--- config.mk ---
export PLATFORM = sky130hd
export DESIGN_NAME = char_lcd_frame_refresh_flat
export DESIGN_NICKNAME = d
export VERILOG_FILES = /design/src/hdl/clfr_pkg.sv /design/src/hdl/clfr_if.sv /design/src/hdl/clfr_ram.sv /design/src/hdl/char_lcd_frame_refresh.sv /design/src/flat_wrapper.sv
export SDC_FILE = /design/constraint.sdc
export NUM_CORES = 1
export LEC_CHECK = 0
export BUFFER_PORTS_ARGS = -buffer_cell sky130_fd_sc_hd__buf_2
export CAP_MARGIN = 25
export CORE_MARGIN = 4
export CORE_UTILIZATION = 57
export DETAILED_ROUTE_END_ITERATION = 16
export PLACE_DENSITY_LB_ADDON = 0.05
export SLEW_MARGIN = 0
export SYNTH_ARGS = -nofsm -noshare
export SYNTH_HDL_FRONTEND = slang
export SYNTH_SLANG_ARGS = --single-unit
export TNS_END_PERCENT = 10
--- constraint.sdc ---
create_clock -name clk -period 8.5 [get_ports clk]
set_input_delay 2.125 -clock clk [delete_from_list [all_inputs] [get_ports clk]]
set_output_delay 2.125 -clock clk [all_outputs]
set_load 0.005 [all_outputs]
--- src/hdl/clfr_pkg.sv ---
// Shared types, request codes and panel command constants for the character LCD refresh engine.
package clfr_pkg;

  localparam logic [2:0] REQ_WRITE = 3'd0;
  localparam logic [2:0] REQ_CLEAR = 3'd1;
  localparam logic [2:0] REQ_FLUSH = 3'd2;
  localparam logic [2:0] REQ_GLYPH = 3'd3;
  localparam logic [2:0] REQ_INIT  = 3'd4;

  localparam logic [7:0] SPACE_CHAR  = 8'h20;
  localparam logic [7:0] CGRAM_BASE  = 8'h40;
  localparam logic [7:0] RESET_ADDR  = 8'h80;
  localparam int         INIT_LEN    = 9;

  typedef struct packed {
    logic [2:0]  req_type;
    logic [5:0]  column;
    logic [1:0]  row;
    logic [7:0]  char_code;
    logic [2:0]  glyph_slot;
    logic [55:0] glyph_rows;
  } req_item_t;

  typedef struct packed {
    logic       send_command;
    logic [7:0] command_byte;
    logic       send_data;
    logic [7:0] data_byte;
    logic       last;
  } res_item_t;

  function automatic logic [7:0] init_cmd(input logic [3:0] idx);
    logic [7:0] cmd;
    unique case (idx)
      4'd0, 4'd1, 4'd2: cmd = 8'h30;
      4'd3: cmd = 8'h38;
      4'd4: cmd = 8'h08;
      4'd5: cmd = 8'h01;
      4'd6: cmd = 8'h06;
      4'd7: cmd = 8'h0c;
      4'd8: cmd = 8'h14;
      default: cmd = 8'h00;
    endcase
    return cmd;
  endfunction

endpackage

--- src/hdl/clfr_if.sv ---
// Request and result channel interfaces for the character LCD refresh engine.
interface clfr_req_if;
  logic                 valid;
  logic                 ready;
  clfr_pkg::req_item_t  payload;

  modport source (output valid, output payload, input ready);
  modport sink (input valid, input payload, output ready);
endinterface

interface clfr_res_if;
  logic                 valid;
  logic                 ready;
  clfr_pkg::res_item_t  payload;

  modport source (output valid, output payload, input ready);
  modport sink (input valid, input payload, output ready);
endinterface

--- src/hdl/clfr_ram.sv ---
// Generic single-port-write, single-port-read RAM with a registered read.
module clfr_ram #(
  parameter int WIDTH = 8,
  parameter int DEPTH = 40,
  localparam int AW = (DEPTH > 1) ? $clog2(DEPTH) : 1
) (
  input  logic             clk,
  input  logic             wr_en,
  input  logic [AW-1:0]    wr_addr,
  input  logic [WIDTH-1:0] wr_data,
  input  logic             rd_en,
  input  logic [AW-1:0]    rd_addr,
  output logic [WIDTH-1:0] rd_data
);

  logic [WIDTH-1:0] mem [DEPTH];

  always_ff @(posedge clk) begin
    if (wr_en) begin
      mem[wr_addr] <= wr_data;
    end
    if (rd_en) begin
      rd_data <= mem[rd_addr];
    end
  end

endmodule

--- src/hdl/char_lcd_frame_refresh.sv ---
// Character LCD refresh engine: pending and shadow frame memories, glyph cache and command sequencer.
//
// A write or a clear request gives no result. A flush scans the frame one cell per cycle
// through the read port of the pending and shadow memories, and pauses while a changed cell
// waits on a result register held by the sink. A changed glyph gives CELL_HEIGHT results and
// an init gives nine, one per cycle while the sink keeps up. The frames reset to spaces
// through per-cell valid bits, so there is no clearing pass after reset. Requests are taken
// one at a time; the next request is accepted as soon as the last result of the previous one
// sits in the output register.
module char_lcd_frame_refresh #(
  parameter int COLUMNS     = 20,
  parameter int ROWS        = 2,
  parameter int CELL_WIDTH  = 5,
  parameter int CELL_HEIGHT = 7,
  parameter int GLYPH_SLOTS = 8
) (
  input  logic       clk,
  input  logic       rst,
  clfr_req_if.sink   req,
  clfr_res_if.source res
);

  localparam int CELLS   = COLUMNS * ROWS;
  localparam int CELL_AW = (CELLS > 1) ? $clog2(CELLS) : 1;
  localparam int CELL_CW = $clog2(CELLS + 1);
  localparam int SLOT_AW = (GLYPH_SLOTS > 1) ? $clog2(GLYPH_SLOTS) : 1;
  localparam int GW      = CELL_WIDTH * CELL_HEIGHT;

  typedef enum logic [3:0] {
    ST_IDLE  = 4'b0001,
    ST_FLUSH = 4'b0010,
    ST_GLYPH = 4'b0100,
    ST_INIT  = 4'b1000
  } state_t;

  state_t state;

  logic [CELLS-1:0]   pvalid;
  logic [CELLS-1:0]   svalid;
  logic [GW-1:0]      gcache [GLYPH_SLOTS];
  logic [GLYPH_SLOTS-1:0] gvalid;
  logic [7:0]         last_addr;
  logic               la_valid;

  logic [CELL_CW-1:0] scan_addr;
  logic [5:0]         scan_col;
  logic               scan_row;
  logic               cmp_valid;
  logic [CELL_AW-1:0] cmp_addr;
  logic [5:0]         cmp_col;
  logic               cmp_row;
  logic               held_valid;
  clfr_pkg::res_item_t held_item;

  logic [GW-1:0]      gbuf;
  logic [2:0]         gslot;
  logic [2:0]         gidx;
  logic [3:0]         iidx;

  logic               out_valid;
  clfr_pkg::res_item_t out_item;

  logic               accept;
  logic               out_free;
  logic [7:0]         pend_rd;
  logic [7:0]         shad_rd;
  logic [7:0]         pend_c;
  logic [7:0]         shad_c;
  logic [7:0]         cell_addr;
  logic               follows;
  logic               diff;
  logic               stall;
  logic               scan_done;
  logic               rd_en;
  logic               sh_we;
  logic               pd_we;
  logic               wr_in_range;
  logic [6:0]         wr_cell_full;
  logic [CELL_AW-1:0] wr_cell;
  logic               slot_ok;
  logic [SLOT_AW-1:0] slot_idx;
  logic [63:0]        rows_ext;
  logic [GW-1:0]      packed_glyph;
  logic               glyph_hit;
  logic [CELL_WIDTH-1:0] gline;
  logic               out_load;
  clfr_pkg::res_item_t out_load_item;

  assign accept    = req.valid && req.ready;
  assign req.ready = (state == ST_IDLE);
  assign res.valid = out_valid;
  assign res.payload = out_item;
  assign out_free  = !out_valid || res.ready;

  assign wr_in_range  = (req.payload.column < 6'(COLUMNS)) && (req.payload.row < 2'(ROWS));
  assign wr_cell_full = {1'b0, req.payload.column} + (req.payload.row[0] ? 7'(COLUMNS) : 7'd0);
  assign wr_cell      = wr_cell_full[CELL_AW-1:0];
  assign pd_we        = accept && (req.payload.req_type == clfr_pkg::REQ_WRITE) && wr_in_range;

  assign pend_c    = pvalid[cmp_addr] ? pend_rd : clfr_pkg::SPACE_CHAR;
  assign shad_c    = svalid[cmp_addr] ? shad_rd : clfr_pkg::SPACE_CHAR;
  assign cell_addr = {1'b1, cmp_row, cmp_col};
  assign follows   = la_valid && (({1'b0, last_addr} + 9'd1) == {1'b0, cell_addr});
  assign diff      = (state == ST_FLUSH) && cmp_valid && (pend_c != shad_c);
  assign stall     = diff && held_valid && !out_free;
  assign scan_done = (scan_addr == CELL_CW'(CELLS));
  assign rd_en     = (state == ST_FLUSH) && !stall && !scan_done;
  assign sh_we     = diff && !stall;

  assign slot_ok   = {1'b0, req.payload.glyph_slot} < 4'(GLYPH_SLOTS);
  assign slot_idx  = req.payload.glyph_slot[SLOT_AW-1:0];
  assign rows_ext  = {8'h00, req.payload.glyph_rows};
  assign glyph_hit = gvalid[slot_idx] && (gcache[slot_idx] == packed_glyph);
  assign gline     = gbuf[gidx*CELL_WIDTH +: CELL_WIDTH];

  always_comb begin
    for (int i = 0; i < CELL_HEIGHT; i++) begin
      packed_glyph[i*CELL_WIDTH +: CELL_WIDTH] = rows_ext[8*i +: CELL_WIDTH];
    end
  end

  always_comb begin
    out_load      = 1'b0;
    out_load_item = held_item;
    unique case (state)
      ST_FLUSH: begin
        if (diff && held_valid && out_free) begin
          out_load           = 1'b1;
          out_load_item.last = 1'b0;
        end else if (scan_done && !cmp_valid && held_valid && out_free) begin
          out_load           = 1'b1;
          out_load_item.last = 1'b1;
        end
      end
      ST_GLYPH: begin
        out_load      = out_free;
        out_load_item = '{send_command: 1'b1,
                          command_byte: clfr_pkg::CGRAM_BASE | {2'b00, gslot, gidx},
                          send_data: 1'b1,
                          data_byte: 8'(gline),
                          last: (gidx == 3'(CELL_HEIGHT - 1))};
      end
      ST_INIT: begin
        out_load      = out_free;
        out_load_item = '{send_command: 1'b1,
                          command_byte: clfr_pkg::init_cmd(iidx),
                          send_data: 1'b0,
                          data_byte: 8'h00,
                          last: (iidx == 4'(clfr_pkg::INIT_LEN - 1))};
      end
      default: begin
        out_load = 1'b0;
      end
    endcase
  end

  clfr_ram #(.WIDTH(8), .DEPTH(CELLS)) u_pending (
    .clk     (clk),
    .wr_en   (pd_we),
    .wr_addr (wr_cell),
    .wr_data (req.payload.char_code),
    .rd_en   (rd_en),
    .rd_addr (scan_addr[CELL_AW-1:0]),
    .rd_data (pend_rd)
  );

  clfr_ram #(.WIDTH(8), .DEPTH(CELLS)) u_shadow (
    .clk     (clk),
    .wr_en   (sh_we),
    .wr_addr (cmp_addr),
    .wr_data (pend_c),
    .rd_en   (rd_en),
    .rd_addr (scan_addr[CELL_AW-1:0]),
    .rd_data (shad_rd)
  );

  always_ff @(posedge clk) begin
    if (rst) begin
      state      <= ST_IDLE;
      pvalid     <= '0;
      svalid     <= '0;
      gvalid     <= '0;
      last_addr  <= clfr_pkg::RESET_ADDR;
      la_valid   <= 1'b1;
      cmp_valid  <= 1'b0;
      held_valid <= 1'b0;
      out_valid  <= 1'b0;
    end else begin
      if (out_load) begin
        out_valid <= 1'b1;
        out_item  <= out_load_item;
      end else if (res.ready) begin
        out_valid <= 1'b0;
      end

      unique case (state)
        ST_IDLE: begin
          if (accept) begin
            case (req.payload.req_type)
              clfr_pkg::REQ_WRITE: begin
                if (wr_in_range) begin
                  pvalid[wr_cell] <= 1'b1;
                end
              end
              clfr_pkg::REQ_CLEAR: begin
                pvalid <= '0;
              end
              clfr_pkg::REQ_FLUSH: begin
                scan_addr  <= '0;
                scan_col   <= '0;
                scan_row   <= 1'b0;
                cmp_valid  <= 1'b0;
                held_valid <= 1'b0;
                state      <= ST_FLUSH;
              end
              clfr_pkg::REQ_GLYPH: begin
                if (slot_ok && !glyph_hit) begin
                  gcache[slot_idx] <= packed_glyph;
                  gvalid[slot_idx] <= 1'b1;
                  la_valid         <= 1'b0;
                  gbuf             <= packed_glyph;
                  gslot            <= req.payload.glyph_slot;
                  gidx             <= '0;
                  state            <= ST_GLYPH;
                end
              end
              clfr_pkg::REQ_INIT: begin
                svalid   <= '0;
                la_valid <= 1'b0;
                iidx     <= '0;
                state    <= ST_INIT;
              end
              default: begin
              end
            endcase
          end
        end
        ST_FLUSH: begin
          if (!stall) begin
            if (!scan_done) begin
              cmp_valid <= 1'b1;
              cmp_addr  <= scan_addr[CELL_AW-1:0];
              cmp_col   <= scan_col;
              cmp_row   <= scan_row;
              scan_addr <= scan_addr + CELL_CW'(1);
              if (scan_col == 6'(COLUMNS - 1)) begin
                scan_col <= '0;
                scan_row <= 1'b1;
              end else begin
                scan_col <= scan_col + 6'd1;
              end
            end else begin
              cmp_valid <= 1'b0;
            end
            if (diff) begin
              svalid[cmp_addr] <= 1'b1;
              last_addr        <= cell_addr;
              la_valid         <= 1'b1;
              held_valid       <= 1'b1;
              held_item        <= '{send_command: !follows,
                                    command_byte: follows ? 8'h00 : cell_addr,
                                    send_data: 1'b1,
                                    data_byte: pend_c,
                                    last: 1'b0};
            end
          end
          if (scan_done && !cmp_valid && (!held_valid || out_free)) begin
            held_valid <= 1'b0;
            state      <= ST_IDLE;
          end
        end
        ST_GLYPH: begin
          if (out_free) begin
            gidx <= gidx + 3'd1;
            if (gidx == 3'(CELL_HEIGHT - 1)) begin
              state <= ST_IDLE;
            end
          end
        end
        ST_INIT: begin
          if (out_free) begin
            iidx <= iidx + 4'd1;
            if (iidx == 4'(clfr_pkg::INIT_LEN - 1)) begin
              state <= ST_IDLE;
            end
          end
        end
        default: begin
          state <= ST_IDLE;
        end
      endcase
    end
  end

endmodule

--- src/flat_wrapper.sv ---
// flat-port wrapper written by rule: the top's interface ports become plain ports
module char_lcd_frame_refresh_flat 
#(
  parameter int COLUMNS     = 20,
  parameter int ROWS        = 2,
  parameter int CELL_WIDTH  = 5,
  parameter int CELL_HEIGHT = 7,
  parameter int GLYPH_SLOTS = 8
)
  (clk, rst, req_valid, req_payload, req_ready, res_valid, res_payload, res_ready);
  clfr_req_if req_i ();
  clfr_res_if res_i ();
  input  logic clk;
  input  logic rst;
  input wire logic [$bits(req_i.valid)-1:0] req_valid;
  input wire logic [$bits(req_i.payload)-1:0] req_payload;
  output wire logic [$bits(req_i.ready)-1:0] req_ready;
  output wire logic [$bits(res_i.valid)-1:0] res_valid;
  output wire logic [$bits(res_i.payload)-1:0] res_payload;
  input wire logic [$bits(res_i.ready)-1:0] res_ready;
  assign req_i.valid = req_valid;
  assign req_i.payload = req_payload;
  assign req_ready = req_i.ready;
  assign res_valid = res_i.valid;
  assign res_payload = res_i.payload;
  assign res_i.ready = res_ready;
  char_lcd_frame_refresh #(.COLUMNS(COLUMNS), .ROWS(ROWS), .CELL_WIDTH(CELL_WIDTH), .CELL_HEIGHT(CELL_HEIGHT), .GLYPH_SLOTS(GLYPH_SLOTS)) u_core (.clk(clk), .rst(rst), .req(req_i), .res(res_i));
endmodule
==> results of run 1 <==
cell families after synthesis:
family          after synthesis  share of synthesized area, %
buf+inv                     177                          1.78
compound gates              333                          5.34
flops                      1151                          73.0
simple gates                414                          4.64
fa+ha+maj                    13                         0.355
xor+xnor                     60                          1.15
mux                         338                          13.8
power by group:
part	internal, mW	total, mW	leakage [nW]	switching [mW]
clock network	2.75	4.84	1.75	2.09
logic	0.145	0.417	4.35	0.272
registers	6.16	6.18	10.3	0.0183
path summary, 6_finish.rpt:
path	start	end	slack (ns)
worst max-delay path	req_payload[56]	u_core.gcache[3][17]$_DFFE_PP_	2.15
worst min-delay path	u_core.scan_row$_DFFE_PP_	u_core.cmp_row$_DFFE_PP_	0.43
worst max register to register	u_core.cmp_addr[2]$_DFFE_PP_	u_core.u_shadow.mem[4][1]$_DFFE_PP_	3.29
worst min register to register	u_core.scan_row$_DFFE_PP_	u_core.cmp_row$_DFFE_PP_	0.43
sequential cells by signal, indices dropped and copies added, names as in the netlist, 16 cells and up, named ones only:
name / count
u_core.u_shadow.mem: 320
u_core.gcache: 280
u_core.svalid: 40
u_core.pvalid: 40
u_core.held_item: 16
u_core.u_pending.mem: 320
u_core.gbuf: 35
u_core.res.payload: 19
placed cells by master, fill, tap and decap left out, types with 12 or more instances in the layout:
cell       instances
mux2i_1           72
clkbuf_1          14
inv_1             30
a22oi_1           25
a32o_1            40
dfxtp_1          109
nor4_1            12
xnor2_1           42
and2_1            20
edfxtp_1        1042
a21oi_1           72
nor3_2            21
mux4_2           230
nor2_1           133
clkinv_1          35
o211ai_1          14
nand3_1           22
o22ai_1           25
nor3_1            35
nand2_1           73
mux2_2            34
a211oi_1          21
clkbuf_16        113
nor2b_1           30
a31oi_1           12
ha_1              13
buf_2             84
clkinv_2          18
o21ai_0           31
buf_4             67
a221oi_1          33
xor2_1            18
synth_stat cells (all sizes together) (26+ instances only):
cell type | count | share of area [%]
edfxtp | 1042 | 68
a22oi | 26 | 0.44
nor3 | 57 | 0.80
dfxtp | 109 | 4.8
a221oi | 33 | 0.63
xnor2 | 42 | 0.80
mux2 | 36 | 0.89
o21ai | 32 | 0.35
a32o | 40 | 0.87
a21oi | 72 | 0.79
o22ai | 27 | 0.40
mux4 | 230 | 11
inv | 31 | 0.25
nand2 | 73 | 0.60
mux2i | 72 | 1.6
nor2b | 37 | 0.50
buf | 70 | 0.90
clkbuf | 74 | 0.61
nor2 | 133 | 1.1
final cells by class:
cell class	instances	area share, %
Timing Repair Buffer	163	2.29
Inverter	33	0.241
Clock buffer	132	5.74
Multi-Input combinational cell	1158	22.7
Tap cell	1050	2.56
Clock inverter	74	1.29
Sequential cell	1151	65.1
layer usage:
metal / GRT usage (%) / share of wire, % / routed length, um / up-vias
li1: - / - / - / 10399
met1: 36.6 / 44 / 45000 / 12619
met2: 36.9 / 47 / 48300 / 829
met3: 4.05 / 6.6 / 6780 / 151
met4: 5.67 / 2.2 / 2250 / 0
met5: 0 / 0 / 0 / -
per-stage QoR:
step                util (%)  setup WS (ns)  total power [mW]  hold slack, ns  std cells
floorplan                  -           1.40              6.53           0.400       2486
global route            64.7           1.96              11.8           0.442       3761
finish                  64.7           2.15              11.4           0.431       3761
global placement        59.8           1.65              6.69           0.403       3535
CTS                     64.5           2.36              11.5           0.433       3754
detailed placement      60.0           1.67              6.71           0.418       3548
==> results.py, run 1 <==
metrics = {
    "critical_path": {
        "crit_required_ns": 8.85,
        "critPathMaxFanout": 35,
        "cp-end-kind": "flop",
        "max_stage_delay_ns": 0.70,
        "critPathArrivalTime_ns": 6.70,
        "crit_cells": 12,
        "cpMaxStageDelayCell": "nand2_1",
        "cp-start-kind": "input port",
        "cp_top_family": "simple AND/OR/NAND/NOR gates",
        "crit_buf_inv": 3,
        "crit_chain": "buf_2 > buf_4 > mux4_2 > mux2i_1 > xnor2_1 > nor4_1 > nand2_1 > nor4_1 > nand4_1 > nand2_1 > nor3_2 > buf_4",
        "r2r_cells": 13,
        "path_class": "input port to flop",
    },
    "hold_path": {
        "min_path_cells": 0,
        "hp-class": "flop to flop",
    },
    "global_routing": {
        "grt_overflow": 0,
        "antenna_found_initial": 0,
        "grt_max_degree": 100,
        "first_global_vias": 23999,
        "grt_pass1_wl_um": 154000,
        "track_usage_pct": 23.9,
    },
    "floorplanning": {
        "die_w_um": 292,
        "die_h_um": 292,
        "die_area_sq_mm": 0.0851,
        "start_util_pct": 57.8,
        "io_pins": 103,
        "core_area_sq_mm": 0.0794,
        "num_rows": 103,
    },
    "sta": {
        "timing.final.crit_share_pct": 74.7,
        "setup_viol": 0,
        "slew_viol_final": 0,
        "rsz0062_at_grt": "false",
        "post-route-min-period_ns": 6.35,
        "clock.fmax_mhz": 157,
        "hold_violations": 0,
        "finClkSkew_ns": 0.0258,
        "worstMarginPinSlew_ns": 1.09,
        "finalSetupTns_ns": 0,
        "relSlewSlack_pct": 27.2,
    },
    "synthesis": {
        "avgSynthCellArea_sq_um": 18.4,
        "syn-num-nets": 2581,
        "yosysUniqueCellTypes": 76,
        "synthesis.area_sq_mm": 0.0459,
        "syn_inst": 2486,
        "synth-seq-cells": 1151,
        "synthArstFlopShare_pct": 0,
        "synth_warnings": 0,
        "synth_edf_count": 1042,
        "seq_area_frac_synth_pct": 73.0,
        "synth-main-ff-cell": "edfxtp_1",
    },
    "clock_tree": {
        "clock_latency_ns": 0.69,
        "cts_inserted_buffers": 113,
        "cts.clk_slew.worst_paths_ns": 0.06,
        "cts-hold-fix-buffers": 0,
        "cts_sinks": 1151,
        "cts_tree": "done",
        "post-cts-setup-buffers": 0,
        "h-tree-depth": 3,
        "cts_resized": 0,
        "cts_max_path_buffers": 3,
        "cts-root-buf": "clkbuf_16",
    },
    "route": {
        "drc": 0,
        "drt-wirelength-per-cell_um": 27.2,
        "drt-initial-drc-count": 2373,
        "route.antenna.remaining_nets": 0,
        "vias_per_cell": 6.38,
        "dr.pass1.iters": 5,
        "via_count": 23998,
        "routed_wl_um": 102000,
    },
    "power": {
        "cellPowerDensity_mw_per_mm2": 223,
        "leakagePower_nw": 16.4,
        "irDropWorstVdd_mv": 0.172,
    },
    "cells_and_area": {
        "antennaDiodeCount": 0,
        "multi_input_area_sq_mm": 0.0117,
        "n_fill_cell": 5509,
        "seqCellArea_sq_mm": 0.0335,
        "drive_above_1_share_pct": 23.5,
        "nNetsFinal": 2715,
        "finalInstanceArea_sq_mm": 0.0514,
        "area_growth_pct": 12.0,
    },
    "run": {
        "maxCapViolCount": 0,
    },
    "placement": {
        "gp_congestion": 0.807,
        "dpl_cell_area_sq_mm": 0.0476,
        "port_buffers": 81,
        "place_hpwl_um": 63000,
    },
    "status": {
        "status": "finished clean",
    },
}
Note: power is estimated with default switching activity, not from simulation.
==> run 2, diff against run 1 <==
--- a/config.mk
+++ b/config.mk
@@ -5,6 +5,7 @@
 export SDC_FILE = /design/constraint.sdc
 export NUM_CORES = 1
 export LEC_CHECK = 0
+export ABC_AREA = 1
 export BUFFER_PORTS_ARGS = -buffer_cell sky130_fd_sc_hd__buf_2
 export CAP_MARGIN = 25
 export CORE_MARGIN = 4
==> constraint.sdc (replaced) <==
create_clock -name clk -period 6 [get_ports clk]
set_input_delay 1.5 -clock clk [delete_from_list [all_inputs] [get_ports clk]]
set_output_delay 1.5 -clock clk [all_outputs]
set_load 0.005 [all_outputs]
==> run 2 against run 1 <==
First-iteration DRC count increased by 53%. Clock skew decreased by 0.0099 ns. Routed wire length increased by 19%. Critical endpoint is now u_core.la_valid$_SDFFE_PP1P_. Highest routed layer unchanged.
==> results.py, run 2 <==
metrics = {
    "status": {
        "status": "finished clean",
    },
    "floorplanning": {
        "die_area_sq_mm": 0.0874,
        "core_area_sq_mm": 0.0820,
        "num_rows": 105,
        "io_pins": 103,
        "die_h_um": 296,
        "die_w_um": 296,
        "start_util_pct": 57.5,
    },
    "clock_tree": {
        "cts_sinks": 1151,
        "cts-hold-fix-buffers": 0,
        "cts_tree": "done",
        "cts.clk_slew.worst_paths_ns": 0.06,
        "clock_latency_ns": 0.68,
        "cts_max_path_buffers": 3,
        "cts_inserted_buffers": 114,
        "post-cts-setup-buffers": 0,
        "h-tree-depth": 3,
        "cts_resized": 0,
        "cts-root-buf": "clkbuf_16",
    },
    "run": {
        "maxCapViolCount": 0,
    },
    "synthesis": {
        "synth-main-ff-cell": "edfxtp_1",
        "syn_inst": 4009,
        "avgSynthCellArea_sq_um": 11.8,
        "synthArstFlopShare_pct": 0,
        "synth_most_common_cell": "edfxtp_1",
        "seq_area_frac_synth_pct": 71.0,
        "synthTopCellsByArea": "edfxtp_1 66%, nand2_1 4.9%, dfxtp_1 4.6%",
        "syn-num-nets": 4104,
        "synthTopCellsByCount": "1042 x edfxtp_1, 618 x nand2_1, 519 x nor2_1",
        "yosys.area.top_type_share_pct": 66.4,
        "yosysTopAreaCell": "edfxtp_1",
        "synthesis.area_sq_mm": 0.0471,
        "synth_warnings": 0,
        "synth-seq-cells": 1151,
        "synth_edf_count": 1042,
        "yosysUniqueCellTypes": 54,
    },
    "global_routing": {
        "antenna_found_initial": 8,
        "grt_overflow": 0,
        "track_usage_pct": 27.7,
        "first_global_vias": 29283,
        "grt_max_degree": 195,
        "grt_pass1_wl_um": 182000,
    },
    "sta": {
        "setup_viol": 0,
        "slew_viol_final": 0,
        "timing.final.crit_share_pct": 80.9,
        "post-route-min-period_ns": 4.85,
        "worstMarginPinSlew_ns": 1.11,
        "finClkSkew_ns": 0.0159,
        "finalSetupTns_ns": 0,
        "hold_violations": 0,
        "rsz0062_at_grt": "false",
        "worst_slack_ns": 1.15,
        "clock.fmax_mhz": 206,
        "relSlewSlack_pct": 26.1,
    },
    "route": {
        "routed_wl_um": 122000,
        "drt-wirelength-per-cell_um": 23.0,
        "route.antenna.remaining_nets": 0,
        "vias_per_cell": 5.93,
        "drc": 0,
        "dr.pass1.iters": 5,
        "drt-initial-drc-count": 3627,
        "via_count": 31487,
    },
    "critical_path": {
        "critPathArrivalTime_ns": 5.47,
        "crit_required_ns": 6.62,
        "path_class": "flop to flop",
        "cp-start-kind": "flop",
        "critPathMaxFanout": 42,
        "cp-end-kind": "flop",
    },
    "hold_path": {
        "hp-class": "flop to flop",
    },
    "power": {
        "switchingPower_mw": 3.41,
        "total_power_mw": 16.1,
        "internal_power_mw": 12.7,
        "leakagePower_nw": 18.2,
        "pwr-share-comb_pct": 3.5,
        "seqPwrFrac_pct": 54.1,
        "irDropWorstVdd_mv": 0.247,
        "p_clk_share_pct": 42.4,
        "swShare_pct": 21.1,
        "cellPowerDensity_mw_per_mm2": 306,
    },
    "placement": {
        "dp_cells": 5092,
        "place_hpwl_um": 72900,
        "port_buffers": 81,
        "dp_slack_ns": 0.902,
        "gp_congestion": 0.882,
    },
    "cells_and_area": {
        "nNetsFinal": 4234,
        "area_growth_pct": 11.9,
        "layout_common_cells": "1042 x edfxtp_1, 618 x nand2_1, 510 x nor2_1, 410 x o21ai_0, 245 x inv_1",
        "final_common_cell": "edfxtp_1",
        "layoutNonFillerInstCount": 5310,
        "drive_above_1_share_pct": 11.9,
        "largestRegisters": "u_core.u_pending.mem: 320 flops, u_core.u_shadow.mem: 320 flops, u_core.gcache: 280 flops",
    },
}
run 2: changes by cell type in the layout (fill, tap and decap cells not counted), moves of 63 or more:
cell / previous run / this run
nor3_1: 35 / 110
mux2i_1: 72 / 0
nor2_1: 133 / 510
nand4_1: 7 / 70
o221ai_1: 6 / 75
nand3_1: 22 / 143
o22ai_1: 25 / 94
mux4_2: 230 / 0
inv_1: 30 / 245
nand2_1: 73 / 618
buf_4: 67 / 146
o21ai_0: 31 / 410
run 2: critical path, cell delays in order (launching register included):
cell      delay [ns]
edfxtp_1        0.77
inv_1           0.12
nor2_1          0.40
o211ai_1        0.19
nand3_1         0.11
o21ai_1         0.06
nand2_1         0.15
nor2_4          0.12
nor2_4          0.76
nand2_1         0.13
nand2_1         0.10
nand2_1         0.05
nor2_1          0.08
nand2_1         0.21
nand3_2         0.46
nand2_2         0.62
nand3_1         0.31
nand2_1         0.07
nand2_1         0.06
run 2: routing by layer:
metal  GRT usage [%]  share of wire [%]
met5               0                  0
met4            6.67                2.2
met3            4.58                7.7
met2            41.8                 45
met1            42.7                 45
run 2: power groups by stage:
stage | clock, mW | combinational, mW | sequential [mW]
after floorplan | 0 | 0.308 | 8.89
after global placement | 0 | 0.544 | 8.89
final | 6.84 | 0.558 | 8.72
after detailed placement | 0 | 0.548 | 8.89
after global routing | 7.26 | 0.608 | 8.72
after CTS | 6.94 | 0.550 | 8.72
run 2: logic make-up (layout without fill, tap and decap cells):
family	count (synthesis)	in the layout	synth area share [%]
xor gates and xnor gates	18	18	0.334
and+or+nand+nor	1502	1502	13.4
adders and majority gates	13	13	0.345
AOI/OAI and AO/OA	824	824	10.6
DFF	1151	1151	71.0
buffers and inverters	501	728	4.34
other	0	4	0
run 2: through the flow:
stage,hold slack [ns],instance area (sq um),utilization (%)
6_report,0.417,52800,64.4
5_1_grt,0.434,52800,64.3
4_1_cts,0.418,52700,64.3
3_5_place_dp,0.405,49200,60.0
3_3_place_gp,0.413,49100,59.9
2_1_floorplan,0.400,47100,-
run 2: worst paths after layout:
| path | cells after the start | slack [ns] | from | to |
|---|---|---|---|---|
| hold / removal | 0 | 0.42 | u_core.scan_row$_DFFE_PP_ | u_core.cmp_row$_DFFE_PP_ |
| setup reg to reg | 18 | 1.15 | u_core.cmp_addr[1]$_DFFE_PP_ | u_core.la_valid$_SDFFE_PP1P_ |
| hold reg to reg | 0 | 0.42 | u_core.scan_row$_DFFE_PP_ | u_core.cmp_row$_DFFE_PP_ |
| setup / recovery | 18 | 1.15 | u_core.cmp_addr[1]$_DFFE_PP_ | u_core.la_valid$_SDFFE_PP1P_ |
run 2: layout make-up:
type | count | area (sq um)
tap | 1070 | 1340
clock inverter | 62 | 458
clock buffer | 151 | 3130
inverter | 281 | 1060
antenna | 4 | 10.0
sequential | 1151 | 33500
fill | 6360 | 29200
multi-input combinational | 2357 | 11700
timing repair buffer | 234 | 1600
